[config.mk]
export PLATFORM = sky130hd
export DESIGN_NAME = format_spec_tokenizer_top
export DESIGN_NICKNAME = d
export VERILOG_FILES = /design/src/design/fst_pkg.sv /design/src/design/fst_front.sv /design/src/design/fst_queue.sv /design/src/design/fst_back.sv /design/src/design/format_spec_tokenizer_top.sv
export SDC_FILE = /design/constraint.sdc
export NUM_CORES = 1
export LEC_CHECK = 0
export ABC_AREA = 0
export CAP_MARGIN = 20
export CORE_MARGIN = 1.5
export CORE_UTILIZATION = 60
export CTS_BUF_LIST = sky130_fd_sc_hd__clkbuf_4 sky130_fd_sc_hd__clkbuf_8
export CTS_CLUSTER_DIAMETER = 60
export DETAILED_ROUTE_END_ITERATION = 8
export DONT_BUFFER_PORTS = 1
export PLACE_DENSITY = 0.76
export SYNTH_ARGS = -nofsm -noshare
export SYNTH_HDL_FRONTEND = slang
export SYNTH_HIERARCHICAL = 1
export SYNTH_SLANG_ARGS = --single-unit
[constraint.sdc]
create_clock -name i_clk -period 2.7 [get_ports i_clk]
set_input_delay 0.675 -clock i_clk [delete_from_list [all_inputs] [get_ports i_clk]]
set_output_delay 0.675 -clock i_clk [all_outputs]
set_load 0.02 [all_outputs]
[src/design/fst_pkg.sv]
`timescale 1ns / 1ps
`default_nettype none
// -----------------------------------------------------------------------------
// fst_pkg
// Shared types and constants of the format string tokenizer.
// -----------------------------------------------------------------------------
package fst_pkg;

    localparam logic [7:0] CH_NUL     = 8'h00;
    localparam logic [7:0] CH_PERCENT = 8'h25;
    localparam logic [7:0] CH_MINUS   = 8'h2D;
    localparam logic [7:0] CH_DOT     = 8'h2E;
    localparam logic [7:0] CH_DIGIT0  = 8'h30;
    localparam logic [7:0] CH_DIGIT9  = 8'h39;
    localparam logic [7:0] CH_UPPER_X = 8'h58;
    localparam logic [7:0] CH_C       = 8'h63;
    localparam logic [7:0] CH_D       = 8'h64;
    localparam logic [7:0] CH_E       = 8'h65;
    localparam logic [7:0] CH_F       = 8'h66;
    localparam logic [7:0] CH_G       = 8'h67;
    localparam logic [7:0] CH_L       = 8'h6C;
    localparam logic [7:0] CH_O       = 8'h6F;
    localparam logic [7:0] CH_S       = 8'h73;
    localparam logic [7:0] CH_U       = 8'h75;
    localparam logic [7:0] CH_X       = 8'h78;

    localparam logic [2:0] TYPE_TEXT   = 3'd0;
    localparam logic [2:0] TYPE_INT    = 3'd1;
    localparam logic [2:0] TYPE_FLOAT  = 3'd2;
    localparam logic [2:0] TYPE_STRING = 3'd3;
    localparam logic [2:0] TYPE_EOF    = 3'd4;

    // Description of one result, without its character.
    typedef struct packed {
        logic       char_valid;
        logic       token_end;
        logic [2:0] token_type;
    } t_desc;

    // One classified character: its first result and an optional second one.
    typedef struct packed {
        logic [7:0] ch;
        t_desc      first;
        logic       two;
        t_desc      second;
    } t_cmd;

    localparam t_desc DESC_CHAR  = '{char_valid: 1'b1, token_end: 1'b0, token_type: TYPE_TEXT};
    localparam t_desc DESC_CLOSE = '{char_valid: 1'b0, token_end: 1'b1, token_type: TYPE_TEXT};
    localparam t_desc DESC_EOF   = '{char_valid: 1'b0, token_end: 1'b1, token_type: TYPE_EOF};

endpackage
`default_nettype wire

[src/design/fst_front.sv]
`timescale 1ns / 1ps
`default_nettype none
// -----------------------------------------------------------------------------
// fst_front
// Accepts characters, tracks the scan mode and classifies each character
// into a command for the result queue.
// -----------------------------------------------------------------------------
module fst_front (
    input  wire logic          i_clk,
    input  wire logic          i_rst_n,
    input  wire logic          i_ch_valid,
    input  wire logic [7:0]    i_ch,
    output logic               o_ch_ready,
    input  wire logic          i_q_full,
    output logic               o_push,
    output fst_pkg::t_cmd      o_cmd
);
    import fst_pkg::*;

    localparam logic [2:0] MODE_START = 3'd0;
    localparam logic [2:0] MODE_TEXT  = 3'd1;
    localparam logic [2:0] MODE_PCT   = 3'd2;
    localparam logic [2:0] MODE_MINUS = 3'd3;
    localparam logic [2:0] MODE_WIDTH = 3'd4;
    localparam logic [2:0] MODE_PREC  = 3'd5;
    localparam logic [2:0] MODE_LONG  = 3'd6;

    logic [2:0] r_mode;
    logic [2:0] n_mode;
    logic [2:0] w_conv;
    logic       w_digit;
    logic       w_early;

    function automatic logic [2:0] conv_type(input logic [7:0] c);
        logic [2:0] t;
        t = TYPE_TEXT;
        if (c inside {CH_C, CH_D, CH_U, CH_O, CH_X, CH_UPPER_X}) begin
            t = TYPE_INT;
        end else if (c inside {CH_F, CH_E, CH_G}) begin
            t = TYPE_FLOAT;
        end else if (c == CH_S) begin
            t = TYPE_STRING;
        end
        return t;
    endfunction

    assign o_ch_ready = !i_q_full;
    assign o_push     = i_ch_valid && !i_q_full;

    always_comb begin
        w_conv       = conv_type(i_ch);
        w_digit      = i_ch inside {[CH_DIGIT0:CH_DIGIT9]};
        w_early      = (r_mode == MODE_PCT) || (r_mode == MODE_MINUS)
                       || (r_mode == MODE_WIDTH);
        n_mode       = r_mode;
        o_cmd.ch     = i_ch;
        o_cmd.first  = DESC_CHAR;
        o_cmd.two    = 1'b0;
        o_cmd.second = DESC_EOF;
        case (r_mode)
            MODE_TEXT: begin
                if (i_ch == CH_NUL) begin
                    o_cmd.first = DESC_CLOSE;
                    o_cmd.two   = 1'b1;
                    n_mode      = MODE_START;
                end else if (i_ch == CH_PERCENT) begin
                    o_cmd.first  = DESC_CLOSE;
                    o_cmd.two    = 1'b1;
                    o_cmd.second = DESC_CHAR;
                    n_mode       = MODE_PCT;
                end
            end
            MODE_PCT, MODE_MINUS, MODE_WIDTH, MODE_PREC, MODE_LONG: begin
                if (i_ch == CH_NUL) begin
                    o_cmd.first = DESC_CLOSE;
                    o_cmd.two   = 1'b1;
                    n_mode      = MODE_START;
                end else if (r_mode == MODE_PCT && i_ch == CH_PERCENT) begin
                    o_cmd.first = DESC_CLOSE;
                    n_mode      = MODE_START;
                end else if (w_conv != TYPE_TEXT) begin
                    o_cmd.first = '{char_valid: 1'b1, token_end: 1'b1, token_type: w_conv};
                    n_mode      = MODE_START;
                end else if (r_mode == MODE_PCT && i_ch == CH_MINUS) begin
                    n_mode = MODE_MINUS;
                end else if (w_early && w_digit) begin
                    n_mode = MODE_WIDTH;
                end else if (r_mode == MODE_PREC && w_digit) begin
                    n_mode = MODE_PREC;
                end else if (w_early && i_ch == CH_DOT) begin
                    n_mode = MODE_PREC;
                end else if (r_mode != MODE_LONG && i_ch == CH_L) begin
                    n_mode = MODE_LONG;
                end else begin
                    n_mode = MODE_TEXT;
                end
            end
            default: begin
                if (i_ch == CH_NUL) begin
                    o_cmd.first = DESC_EOF;
                    n_mode      = MODE_START;
                end else if (i_ch == CH_PERCENT) begin
                    n_mode = MODE_PCT;
                end else begin
                    n_mode = MODE_TEXT;
                end
            end
        endcase
    end

    always_ff @(posedge i_clk) begin
        if (!i_rst_n) begin
            r_mode <= MODE_START;
        end else if (o_push) begin
            r_mode <= n_mode;
        end
    end

endmodule
`default_nettype wire

[src/design/fst_queue.sv]
`timescale 1ns / 1ps
`default_nettype none
// -----------------------------------------------------------------------------
// fst_queue
// Small first-in first-out queue of classified commands.
// -----------------------------------------------------------------------------
module fst_queue #(
    parameter int DEPTH = 4
) (
    input  wire logic          i_clk,
    input  wire logic          i_rst_n,
    input  wire logic          i_push,
    input  wire fst_pkg::t_cmd i_cmd,
    output logic               o_full,
    output logic               o_valid,
    output fst_pkg::t_cmd      o_cmd,
    input  wire logic          i_pop
);
    import fst_pkg::*;

    localparam int PTR_W = (DEPTH > 1) ? $clog2(DEPTH) : 1;
    localparam int CNT_W = $clog2(DEPTH + 1);

    t_cmd             r_mem [DEPTH];
    logic [PTR_W-1:0] r_wr_ptr;
    logic [PTR_W-1:0] r_rd_ptr;
    logic [CNT_W-1:0] r_count;
    logic [PTR_W-1:0] n_wr_ptr;
    logic [PTR_W-1:0] n_rd_ptr;

    assign o_full  = (r_count == CNT_W'(DEPTH));
    assign o_valid = (r_count != '0);
    assign o_cmd   = r_mem[r_rd_ptr];

    always_comb begin
        n_wr_ptr = (r_wr_ptr == PTR_W'(DEPTH - 1)) ? '0 : r_wr_ptr + 1'b1;
        n_rd_ptr = (r_rd_ptr == PTR_W'(DEPTH - 1)) ? '0 : r_rd_ptr + 1'b1;
    end

    always_ff @(posedge i_clk) begin
        if (!i_rst_n) begin
            r_wr_ptr <= '0;
            r_rd_ptr <= '0;
            r_count  <= '0;
        end else begin
            if (i_push) begin
                r_wr_ptr <= n_wr_ptr;
            end
            if (i_pop) begin
                r_rd_ptr <= n_rd_ptr;
            end
            if (i_push && !i_pop) begin
                r_count <= r_count + 1'b1;
            end else if (i_pop && !i_push) begin
                r_count <= r_count - 1'b1;
            end
        end
    end

    always_ff @(posedge i_clk) begin
        if (i_push) begin
            r_mem[r_wr_ptr] <= i_cmd;
        end
    end

endmodule
`default_nettype wire

[src/design/fst_back.sv]
`timescale 1ns / 1ps
`default_nettype none
// -----------------------------------------------------------------------------
// fst_back
// Expands each queued command into one or two results and holds them in
// the output register until taken.
// -----------------------------------------------------------------------------
module fst_back (
    input  wire logic          i_clk,
    input  wire logic          i_rst_n,
    input  wire logic          i_q_valid,
    input  wire fst_pkg::t_cmd i_q_cmd,
    output logic               o_q_pop,
    output logic               o_res_valid,
    input  wire logic          i_res_ready,
    output logic [7:0]         o_out_char,
    output logic               o_char_valid,
    output logic               o_token_end,
    output logic [2:0]         o_token_type,
    output logic               o_last
);
    import fst_pkg::*;

    logic       r_valid;
    logic       r_pend_valid;
    t_desc      r_pend_desc;
    logic [7:0] r_pend_ch;
    logic [7:0] r_out_char;
    t_desc      r_out_desc;
    logic       r_last;
    logic       w_load;
    logic       w_take_pend;

    assign w_load      = !r_valid || i_res_ready;
    assign w_take_pend = w_load && r_pend_valid;
    assign o_q_pop     = w_load && !r_pend_valid && i_q_valid;

    assign o_res_valid  = r_valid;
    assign o_out_char   = r_out_char;
    assign o_char_valid = r_out_desc.char_valid;
    assign o_token_end  = r_out_desc.token_end;
    assign o_token_type = r_out_desc.token_type;
    assign o_last       = r_last;

    always_ff @(posedge i_clk) begin
        if (!i_rst_n) begin
            r_valid      <= 1'b0;
            r_pend_valid <= 1'b0;
        end else if (w_take_pend) begin
            r_valid      <= 1'b1;
            r_pend_valid <= 1'b0;
        end else if (o_q_pop) begin
            r_valid      <= 1'b1;
            r_pend_valid <= i_q_cmd.two;
        end else if (w_load) begin
            r_valid <= 1'b0;
        end
    end

    always_ff @(posedge i_clk) begin
        if (w_take_pend) begin
            r_out_desc <= r_pend_desc;
            r_out_char <= r_pend_desc.char_valid ? r_pend_ch : 8'h00;
            r_last     <= 1'b1;
        end else if (o_q_pop) begin
            r_out_desc  <= i_q_cmd.first;
            r_out_char  <= i_q_cmd.first.char_valid ? i_q_cmd.ch : 8'h00;
            r_last      <= !i_q_cmd.two;
            r_pend_desc <= i_q_cmd.second;
            r_pend_ch   <= i_q_cmd.ch;
        end
    end

`ifndef NO_ASSERTIONS
    a_pend_behind_shown: assert property (@(posedge i_clk) disable iff (!i_rst_n)
        r_pend_valid |-> (r_valid && !r_last))
        else $error("A second result is pending while no first result is shown.");

    a_pend_kind: assert property (@(posedge i_clk) disable iff (!i_rst_n)
        r_pend_valid |-> ((r_pend_desc.token_end && r_pend_desc.token_type == TYPE_EOF)
                          || (r_pend_desc.char_valid && r_pend_ch == CH_PERCENT)))
        else $error("A pending second result is neither end of string nor a percent sign.");

    a_no_pop_with_pend: assert property (@(posedge i_clk) disable iff (!i_rst_n)
        r_pend_valid |-> !o_q_pop)
        else $error("The queue was read while a second result was pending.");

    a_pend_follows: assert property (@(posedge i_clk) disable iff (!i_rst_n)
        (r_pend_valid && i_res_ready) |=> (r_valid && r_last))
        else $error("A pending second result did not follow its first result.");
`endif

endmodule
`default_nettype wire

[src/design/format_spec_tokenizer_top.sv]
`timescale 1ns / 1ps
`default_nettype none
// -----------------------------------------------------------------------------
// format_spec_tokenizer_top
// Splits a printf-style format string, one character per request, into
// text, int, float, string and end-of-string tokens.
//
//   Channel   Direction  Handshake                 Payload
//   char      in         i_ch_valid / o_ch_ready   i_ch
//   result    out        o_res_valid / i_res_ready o_out_char, o_char_valid,
//                                                  o_token_end, o_token_type,
//                                                  o_last
//
// One character is accepted per cycle while the command queue has room.
// An accepted character is written into the command queue; its result is
// then registered in the output register. A character that closes a token
// and starts or ends another gives two results, one after the other; the
// queue of QUEUE_DEPTH commands absorbs short bursts of these and short
// output stalls, and o_ch_ready falls while the queue is full.
// Reset clears the scan mode, the queue and the output register.
// -----------------------------------------------------------------------------
module format_spec_tokenizer_top #(
    parameter int QUEUE_DEPTH = 4
) (
    input  wire logic       i_clk,
    input  wire logic       i_rst_n,
    input  wire logic       i_ch_valid,
    output logic            o_ch_ready,
    input  wire logic [7:0] i_ch,
    output logic            o_res_valid,
    input  wire logic       i_res_ready,
    output logic [7:0]      o_out_char,
    output logic            o_char_valid,
    output logic            o_token_end,
    output logic [2:0]      o_token_type,
    output logic            o_last
);
    import fst_pkg::*;

    logic w_push;
    t_cmd w_push_cmd;
    logic w_q_full;
    logic w_q_valid;
    t_cmd w_q_cmd;
    logic w_q_pop;

    fst_front u_front (
        .i_clk      (i_clk),
        .i_rst_n    (i_rst_n),
        .i_ch_valid (i_ch_valid),
        .i_ch       (i_ch),
        .o_ch_ready (o_ch_ready),
        .i_q_full   (w_q_full),
        .o_push     (w_push),
        .o_cmd      (w_push_cmd)
    );

    fst_queue #(
        .DEPTH (QUEUE_DEPTH)
    ) u_queue (
        .i_clk   (i_clk),
        .i_rst_n (i_rst_n),
        .i_push  (w_push),
        .i_cmd   (w_push_cmd),
        .o_full  (w_q_full),
        .o_valid (w_q_valid),
        .o_cmd   (w_q_cmd),
        .i_pop   (w_q_pop)
    );

    fst_back u_back (
        .i_clk        (i_clk),
        .i_rst_n      (i_rst_n),
        .i_q_valid    (w_q_valid),
        .i_q_cmd      (w_q_cmd),
        .o_q_pop      (w_q_pop),
        .o_res_valid  (o_res_valid),
        .i_res_ready  (i_res_ready),
        .o_out_char   (o_out_char),
        .o_char_valid (o_char_valid),
        .o_token_end  (o_token_end),
        .o_token_type (o_token_type),
        .o_last       (o_last)
    );

endmodule
`default_nettype wire
Word level (Yosys, flattened, before mapping)
Memories as Yosys holds them, arrays and structs flattened. A register that Yosys moved wholly into a read port is not among the register bits.
Index checks and enable logic that the tools add are counted.
W data, S select, Z words.

word-level totals
  memory bits (writable) = 76
  bits of input ports = 12
  memories = 1
  word-level logic and storage cells = 127
  output and inout port bits = 16
  register bits after elaboration = 39

cells by class
  add/sub/neg operators = 4
  bitwise gates (word level) = 2
  eq/ne operators = 25
  $lt $le $gt $ge = 2
  reductions and logical operators = 34
  mux-type cells = 44

memory list
  memory         depth  bits a word  rd ports  clocked after Yosys merged registers in  write ports  line             RTL
  u_queue.r_mem  4      19           1         1                                        1            fst_queue.sv:24  t_cmd r_mem [DEPTH];

operators with widths
  kind                   count
  $eq A8 B7 Y1 const B   11
  $mux W3                15
  $mux W5                7
  $mux W8                4
  $eq A8 B6 Y1 const B   3
  $logic_and A1 B1 Y1    13
  $eq A3 B3 Y1 const B   4
  $mux W2                6
  $reduce_bool A3 Y1     4
  $mux W11               1
  $pmux W5 S2            1
  $ge A8 B6 Y1 const B   1
  $le A8 B6 Y1 const B   1
  $logic_not A8 Y1       1
  $eq A3 B2 Y1 const B   2
  $logic_not A1 Y1       6
  $mux W1                6
  $mux W6                1
  $pmux W3 S2            1
  $reduce_bool A6 Y1     1
  $reduce_or A5 Y1       1
  $add A2 B1 Y2 const B  2
  $eq A2 B2 Y1 const B   2
  $mux W4                1
  11 further kinds       16

Depth between registers and ports, before layout
Gate-level depths: netlist of run 1.

  depth after elaboration = 12
  depth in mapped cells = 10
  mapped depth without buffers = 10

Cells and area by module
Netlist of run 1, hierarchy kept.

by module, submodules not included
  module     area an instance (um2)  cells each  times used  sequential area each (um2)
  fst_queue  3,244.4                 143         1           2,462.4
  fst_back   1,086.0                 58          1           840.8
  fst_front  769.5                   104         1           60.1

Worst setup path before layout of run 1
OpenSTA, ideal clock, no wires.

  path type = input to register
  start = input port i_res_ready
  end = register u_queue.r_count[2]
  required time = 2.624 ns
  setup slack = 0.352 ns
  library setup time = 0.076 ns
  buffers on the path = 0
  stages = 9
  data arrival time = 2.272 ns
  path through = and2b_2 > nor3b_1 > inv_1 > ha_1 > inv_1 > fa_1 > xor2_1 > or3_1 > a21boi_0

on the way
  cells in the longest elaborated chain, start to end = 6
  elaborated cells on any way between the ends = 8
  those cells by class = 1 x mux; 7 x reduce/logical

RTL lines
  element                                               line                             RTL
  start, declared                                       format_spec_tokenizer_top.sv:31  input wire logic i_res_ready,
  $logic_or A1 B1 Y1 *                                  fst_back.sv:34                   assign w_load = !r_valid || i_res_ready;
  $logic_and A1 B1 Y1 * (2 in series)                   fst_back.sv:36                   assign o_q_pop = w_load && !r_pend_valid && i_q_valid;
  named net w_q_pop                                     format_spec_tokenizer_top.sv:45  logic w_q_pop;
  $logic_not A1 Y1                                      fst_queue.sv:52                  if (i_push && !i_pop) begin
  $logic_and A1 B1 Y1                                   fst_queue.sv:52
  $mux W3 / $reduce_bool A2 Y1 (equally long branches)  -
  end signal, assigned                                  fst_queue.sv:53                  r_count <= r_count + 1'b1;
  end signal, assigned                                  fst_queue.sv:55                  r_count <= r_count - 1'b1;
  end, declared                                         fst_queue.sv:27                  logic [CNT_W-1:0] r_count;

Mark *: on every way through the listed nets, which the timed path passes. The rest lies on a longest branch.
A chain may end at the register's enable or synchronous reset.

Worst setup path in the final report of run 1
  start = register u_queue.r_count[1]
  end = register u_queue.r_count[2]

on the way
  elaborated cells on any way between the ends = 14
  those cells by class = 2 x add/sub; 1 x eq/ne; 2 x mux; 9 x reduce/logical

RTL lines
  element                                               line                             RTL
  $reduce_bool A3 Y1 *                                  fst_queue.sv:32                  assign o_valid = (r_count != '0);
  named net w_q_valid                                   format_spec_tokenizer_top.sv:43  logic w_q_valid;
  $logic_and A1 B1 Y1 *                                 fst_back.sv:36
  named net w_q_pop                                     format_spec_tokenizer_top.sv:45
  $logic_not A1 Y1                                      fst_queue.sv:52
  $logic_and A1 B1 Y1                                   fst_queue.sv:52
  $mux W3 / $reduce_bool A2 Y1 (equally long branches)  -

Mark *: on every way through the listed nets, which the timed path passes. The rest lies on a longest branch. The select of a mux whose other input is x is not followed.

==> results.txt, run 1 <==
The tools report the beginning of the worst hold path as i_ch[0]. Yosys mapped the design onto 66 distinct sky130hd cell types. For the final database, setup skew stands at 0.00997 ns.

The combined area of all synthesized cells is 5100 sq um, and the maximum single-stage delay on the critical path is 0.46 ns. The tools report the critical path arrival as 2.82 ns. The global routing usage summed across all routing layers came out at 19.8%. The flow ran to the end, and the final reports show no timing, DRC or antenna violations. The most critical setup path has its startpoint at u_queue/r_count[1]. The slowest stage of the critical path is the sky130_fd_sc_hd__or3_1 cell. The number of nets still failing antenna checks after routing was 0. Sorting the synthesized cells by area gives the leading types as sky130_fd_sc_hd__edfxtp_1, sky130_fd_sc_hd__dfxtp_1, sky130_fd_sc_hd__mux4_1. The count of buffers from port buffering is 0. The final clock period utilization by the worst path was 92.2%. Detailed placement finished with a half-perimeter wire length of 5280 um. In this run, post-CTS repair resized a total of 0 instances. The final layout contains 331 nets. Of all nets on the critical path, the largest fanout is 5. The core region is 8220 sq um.

For the worst-skew pair, the clock arrives at the later sink with an insertion delay of 0.41 ns. The post-place setup slack is 0.188 ns. The number of vias per cell works out to 6.05. Clock-pin slew was measured on the worst setup and hold paths at 0.07 ns. Setup violations remaining at the end of the flow were counted as 0. Largest area contributor in the netlist: sky130_fd_sc_hd__edfxtp_1.

The combined buffer and inverter count along the critical path is 2. The die is 95.2 um wide. The headroom to the max-slew limit is 62.0%, and the first-pass iteration count of the detailed router is 6. Across the run, the number of max-cap violations was 0.

Critical path class: reg2reg. At the end of routability-driven placement, the weighted congestion stood at 0.844. In the final routed layout, each cell accounts on average for 18.8 um. The clock passes through at most 2 buffers.

The count of boundary I/O pins was 28. For this run, asynchronously set or reset flops after synthesis account for 0%. The hold buffer count at cts was 0; the sum of routed wire length over all layers was 8070 um. For the worst setup path, the data required time is 3.03 ns. Sequential share of the synthesized area: 65.9%.

For this design, the sink count on the clock tree is 117. The most used flip-flop cell after synthesis is sky130_fd_sc_hd__edfxtp_1. The leakage power summed over all cells is 0.00192 uW. STA classifies the critical path startpoint as a register.

Walking the worst path, the cells encountered are or3_1 > nor3b_1 > inv_1 > ha_1 > inv_1 > fa_1 > xor2_1 > or3_1 > a21boi_0. The average instance in the mapped netlist occupies 16.7 sq um. After layout, the worst setup slack is 0.211 ns.

The start of the worst register-to-register path is u_queue/r_count[1]. The run gives 62.1% as the initial standard-cell utilization of the core. Cell with the most instances after synthesis: sky130_fd_sc_hd__edfxtp_1. After layout, the minimum clock period comes to 2.49 ns. After detailed routing, the number of remaining DRC violations is 0.

TritonCTS built the clock tree. After floorplanning, the core was divided into 33 placement rows. The number of standard cells after synthesis is 305, and the pin count of the biggest net entering global routing is 20. The logs give 0 ns for the post-route setup TNS and 98 for the number of design-rule violations left by the first detailed-router iteration. After synthesis, the most frequently instantiated cells are sky130_fd_sc_hd__edfxtp_1, sky130_fd_sc_hd__dfxtp_1, sky130_fd_sc_hd__buf_4. In this run the power density over the cells is 984 nW/um^2. The critical path capture point type is a register. 0 antenna diodes ended up in the layout. For the pin with the worst max-slew slack, the measured transition is 0.562 ns. Setup repair after global routing left no endpoint under its margin. The number of buffers added for setup after CTS is 0. The final route contains 2601 vias. The logs give 2553 for the number of global-route vias before repair and 0 for the global route total overflow.

The floorplan step defined a die boundary enclosing 9060 sq um. The design draws 5430 uW. The number of buffers created by CTS is 17, and the number of enable-type register cells in the synthesized netlist is 102. The achievable frequency was 0.402 GHz. The run gives 0 as the number of slew-limit violations in the final report. Of the post-synthesis cell area, the dominant cell type holds 60.1%. Critical path's top delay family: simple AND/OR/NAND/NOR gates. The run gives 6 as the warning count from the yosys run. Cells with a size suffix above 1 make up 20.9% of the layout. For the number of hold violations in the final report, the log shows 0. Synthesis inferred 117 register bits. The logs give 4 for the H-tree level count and 0 for the initial antenna violation count.

In this run the vertical extent of the chip is 95.2 um. The worst-case IR drop observed on VDD is 0.340 mV. Compared with the post-synthesis result, the final layout area differs by 8.22%. For the wire length of the first global-routing pass, the log shows 12900 um. The worst hold path belongs to the class in2reg. The clock root buffer master was sky130_fd_sc_hd__clkbuf_8.
state kept, by name, indices dropped and copies added, names as in the netlist, 2 cells and up, named ones only:
name and cells:
u_queue/r_rd_ptr 2, u_back/o_out_char 8, u_front/r_mode 3, u_back/r_pend_ch 8, u_queue/r_wr_ptr 2, u_queue/r_mem 76, u_back/o_token_type 3, u_back/r_pend_desc 5
u_queue/r_count 3
stage by stage:
step                hold WS, ns  util, %  std cells  cell area [sq um]
finish                    0.363     67.2        430               5520
global route              0.325     67.2        430               5520
CTS                       0.336     67.2        430               5520
detailed placement        0.514     62.4        398               5130
global placement          0.476     62.4        398               5130
floorplan                 0.467        -        306               5100
area by class of cell:
cell class	instances	area [sq um]
multi-input combinational	154	1510
tap	105	131
inverter	11	41.3
clock buffer	17	234
sequential	117	3360
clock inverter	15	156
timing repair buffer	11	82.6
fill	540	2700
path summary, 6_finish.rpt:
path / cells past startpoint / slack, ns / end
max reg2reg: 9 / 0.21 / u_queue/r_count[2]
min reg2reg: 2 / 0.51 / u_queue/r_count[2]
min: 0 / 0.36 / u_queue/r_mem[1][11]
max: 9 / 0.21 / u_queue/r_count[2]
layer usage:
layer	wire (um)	track usage (%)	part of all wire [%]
met5	0	0	0
met4	85	7.84	1.1
met3	342	5.50	4.2
met2	4020	31.6	50
met1	3620	25.9	45
report_power, final:
part           leakage, uW  internal [uW]  switching [uW]
clock network     0.000188            823             694
logic             0.000641            549             587
registers          0.00109           2470             306
cell families (layout without fill, tap and decap cells):
kind of cell / after synthesis / after routing / synth area share [%]
flip-flops: 117 / 117 / 65.9
AO/OA/AOI/OAI: 45 / 45 / 6.77
other: 1 / 2 / 0.0735
AND/OR/NAND/NOR: 69 / 69 / 9.32
buffers and inverters: 35 / 54 / 4.61
adder cells (fa/ha/maj): 7 / 7 / 1.86
multiplexers: 27 / 27 / 10.7
XOR/XNOR: 4 / 4 / 0.687
layout by cell type, fill, tap and decap left out, types with 5 or more instances in the layout:
cell,instances
sky130_fd_sc_hd__and2_1,6
sky130_fd_sc_hd__clkinv_4,5
sky130_fd_sc_hd__ha_1,6
sky130_fd_sc_hd__a22o_1,8
sky130_fd_sc_hd__mux4_2,10
sky130_fd_sc_hd__buf_4,11
sky130_fd_sc_hd__inv_1,11
sky130_fd_sc_hd__nor2_1,8
sky130_fd_sc_hd__edfxtp_1,102
sky130_fd_sc_hd__o21ai_0,10
sky130_fd_sc_hd__nor2b_1,9
sky130_fd_sc_hd__nand2_1,10
sky130_fd_sc_hd__mux4_1,9
sky130_fd_sc_hd__dfxtp_1,15
sky130_fd_sc_hd__clkbuf_8,17
Note: power is estimated with default switching activity, not from simulation.
==> run 2: changes to the inputs <==
- CTS_BUF_LIST: sky130_fd_sc_hd__clkbuf_4 sky130_fd_sc_hd__clkbuf_8 -> sky130_fd_sc_hd__clkbuf_4
==> results.txt, run 2 (synthesized netlist as in run 1, its figures left out) <==
The flow ran to the end, and the final reports show no timing, DRC or antenna violations. The die is 95.2 um wide. The count of boundary I/O pins was 28. The initial standard-cell utilization of the core is 62.1%, and the clock network latency to the later pin of the worst-skew pair is 0.48 ns.

The worst path needs 2.50 ns of the cycle, external delays included. The total die area is 9060 sq um. In the routed design, unresolved DRC markers number 0. The register with the most flip-flops in the layout has 76 of them. The first global-routing pass estimated 12900 um of wire. For this run, the post-layout net count is 331. The power density of the placed cells was 944 nW/um^2; the highest net fanout along the worst path was 5. Buffers inserted during clock tree synthesis total 17.

Between clock sinks in the finished design, the worst skew comes to 0.0166 ns. The first TritonRoute pass finished after 4 iterations. For the initial antenna violation count, the log shows 0. The hold-critical path endpoint was u_queue/r_mem[1][11].

The detailed placer's ending HPWL came out at 5280 um. At the pin with the least slew margin, the transition time is 0.561 ns. The worst-case IR drop observed on VDD is 0.312 mV.

In this run the critical register-to-register path is launched from u_queue/r_count[1]. Number of hold violations in the final report: 0. The tools report the sequential standard cell area as 3360 sq um. The run gives 4 as the H-tree level count. The library cells used most frequently in the layout, excluding fill and tap cells, are sky130_fd_sc_hd__edfxtp_1, sky130_fd_sc_hd__clkbuf_4, sky130_fd_sc_hd__dfxtp_1. The number of standard-cell rows in the floorplan is 33, and the number of fillers in the final layout is 556.

The number of design-rule violations left by the first detailed-router iteration came out at 128. The headroom to the max-slew limit is 62.0%. Setup violations remaining at the end of the flow were counted as 0. The logs give 2 for the maximum clock insertion buffer count and 0 for the number of buffers added for setup after CTS. The run gives 0.400 GHz as the achievable frequency. The region available for standard cell placement spans 8220 sq um. For the worst setup path, the data arrival time is 2.91 ns.

The run gives 0 as the number of nets still failing antenna checks after routing. For the number of global-route vias before repair, the log shows 2558. The floorplan step set the die height to 95.2 um. The global routing usage summed across all routing layers was 20.0%; the max-capacitance violation count was 0. The count of buffers from port buffering works out to 0. After global routing the overflow that remains totals 0. Of the cells placed in the final design, the portion with a size suffix greater than 1 is 20.9%.

In this run the critical register-to-register path is captured at u_queue/r_count[2]. The final layout contains routed wiring with a total length of 7970 um. For this design the static power due to leakage is 0.00187 uW. After routing the design area is 5410 sq um. The worst hold path belongs to the class in2reg. The worst hold path passes through 0 cells.

At the end of routability-driven placement, the weighted congestion stood at 0.844. Clock tree synthesis selected as its root buffer the cell sky130_fd_sc_hd__clkbuf_4. Compared with the post-synthesis result, the final layout area differs by 6.13%.

u_queue/r_mem holds more flip-flops than any other register. The beginning of the worst hold path is i_ch[0]. For the hold buffer count at cts, the log shows 0.

After clock tree synthesis, the clock-pin slew on the worst setup and hold paths is 0.11 ns. The critical path capture point type is a register. Setup repair after global routing left no endpoint under its margin. Entering global routing, the biggest net connects 20 pins. The tree built by TritonCTS fans out to 117 sinks. In the final timing run, aggregate negative setup slack is 0 ns.

Sort of element at the start of the critical path: a register. In the finished design, the share of the clock period the worst path needs comes to 92.7%. The number of cells on the worst reg-to-reg path works out to 9.

TritonCTS built the clock tree. The number of slew-limit violations in the final report is 0. For the number of vias in the routed layout, the log shows 2574. Once the clock tree was built, the resizer swapped 0 gates to a different size.

In this run the register-to-register setup slack is 0.20 ns. The area of combinational cells with multiple inputs is 1510 sq um, and the detailed-route wire length per cell is 18.5 um. After detailed placement, the design holds a cell count of 398. The count of cells in the finished layout, fillers not included, comes to 430.

The commonest non-fill, non-tap cell in the layout was sky130_fd_sc_hd__edfxtp_1. In the routed layout, each cell is associated on average with a via count of 5.99. The run gives 0 as the antenna diode count. In this run the cell area measured after placement is 5130 sq um. The tools report the critical path data required time as 3.11 ns. By startpoint and endpoint, the worst setup path is classified as reg2reg.
-- run 2: worst max path at each step --
stage	startpoint	end	slack, ns	depth (start not counted)
after floorplan	i_res_ready	u_queue/r_count[2]	0.35	9
after global placement	i_res_ready	u_queue/r_count[2]	0.28	9
after detailed placement	i_res_ready	u_queue/r_count[2]	0.19	9
after CTS	u_queue/r_count[1]	u_queue/r_count[2]	0.19	9
after global routing	u_queue/r_count[0]	u_queue/r_count[2]	0.04	10
final	u_queue/r_count[1]	u_queue/r_count[2]	0.20	9
-- run 2: per-stage QoR --
stage	power (uW)	utilization (%)	setup WS [ns]	hold WS, ns
4_1_cts	5170	65.9	0.192	0.228
5_1_grt	5400	65.9	0.0381	0.203
6_report	5110	65.9	0.198	0.281
2_1_floorplan	3680	-	0.352	0.467
3_5_place_dp	3950	62.4	0.188	0.514
3_3_place_gp	3890	62.4	0.279	0.476
-- run 2: final cells by class --
type | instances | area share, %
multi-input cells | 154 | 27.9
repair buffers | 11 | 1.53
flip-flops and latches | 117 | 62.1
inverters | 11 | 0.763
well taps | 105 | 2.43
clock inverters | 15 | 2.89
clock buffers | 17 | 2.36
-- run 2: metal layers --
| layer | share of wire, % | up-vias | track usage, % | wire length (um) |
|---|---|---|---|---|
| met4 | 1.0 | 0 | 8.21 | 80 |
| met1 | 45 | 1289 | 26.0 | 3570 |
| met5 | 0 | - | 0 | 0 |
| met3 | 3.9 | 7 | 6.22 | 313 |
| li1 | - | 1211 | - | - |
| met2 | 50 | 67 | 31.3 | 4010 |
-- run 2: power breakdown --
| part | switching [uW] | internal (uW) | total [uW] |
|---|---|---|---|
| Combinational | 586 | 549 | 1140 |
| Sequential | 305 | 2470 | 2770 |
| Clock | 649 | 553 | 1200 |
| Total | 1540 | 3570 | 5110 |
-- run 2: critical path, cell delays in order (launching register included) --
cell and delay, ns:
sky130_fd_sc_hd__dfxtp_1 0.36, sky130_fd_sc_hd__or3_1 0.46, sky130_fd_sc_hd__nor3b_1 0.18, sky130_fd_sc_hd__inv_1 0.12, sky130_fd_sc_hd__ha_1 0.19, sky130_fd_sc_hd__inv_1 0.07, sky130_fd_sc_hd__fa_1 0.43, sky130_fd_sc_hd__xor2_1 0.15
sky130_fd_sc_hd__or3_1 0.30, sky130_fd_sc_hd__a21boi_0 0.18
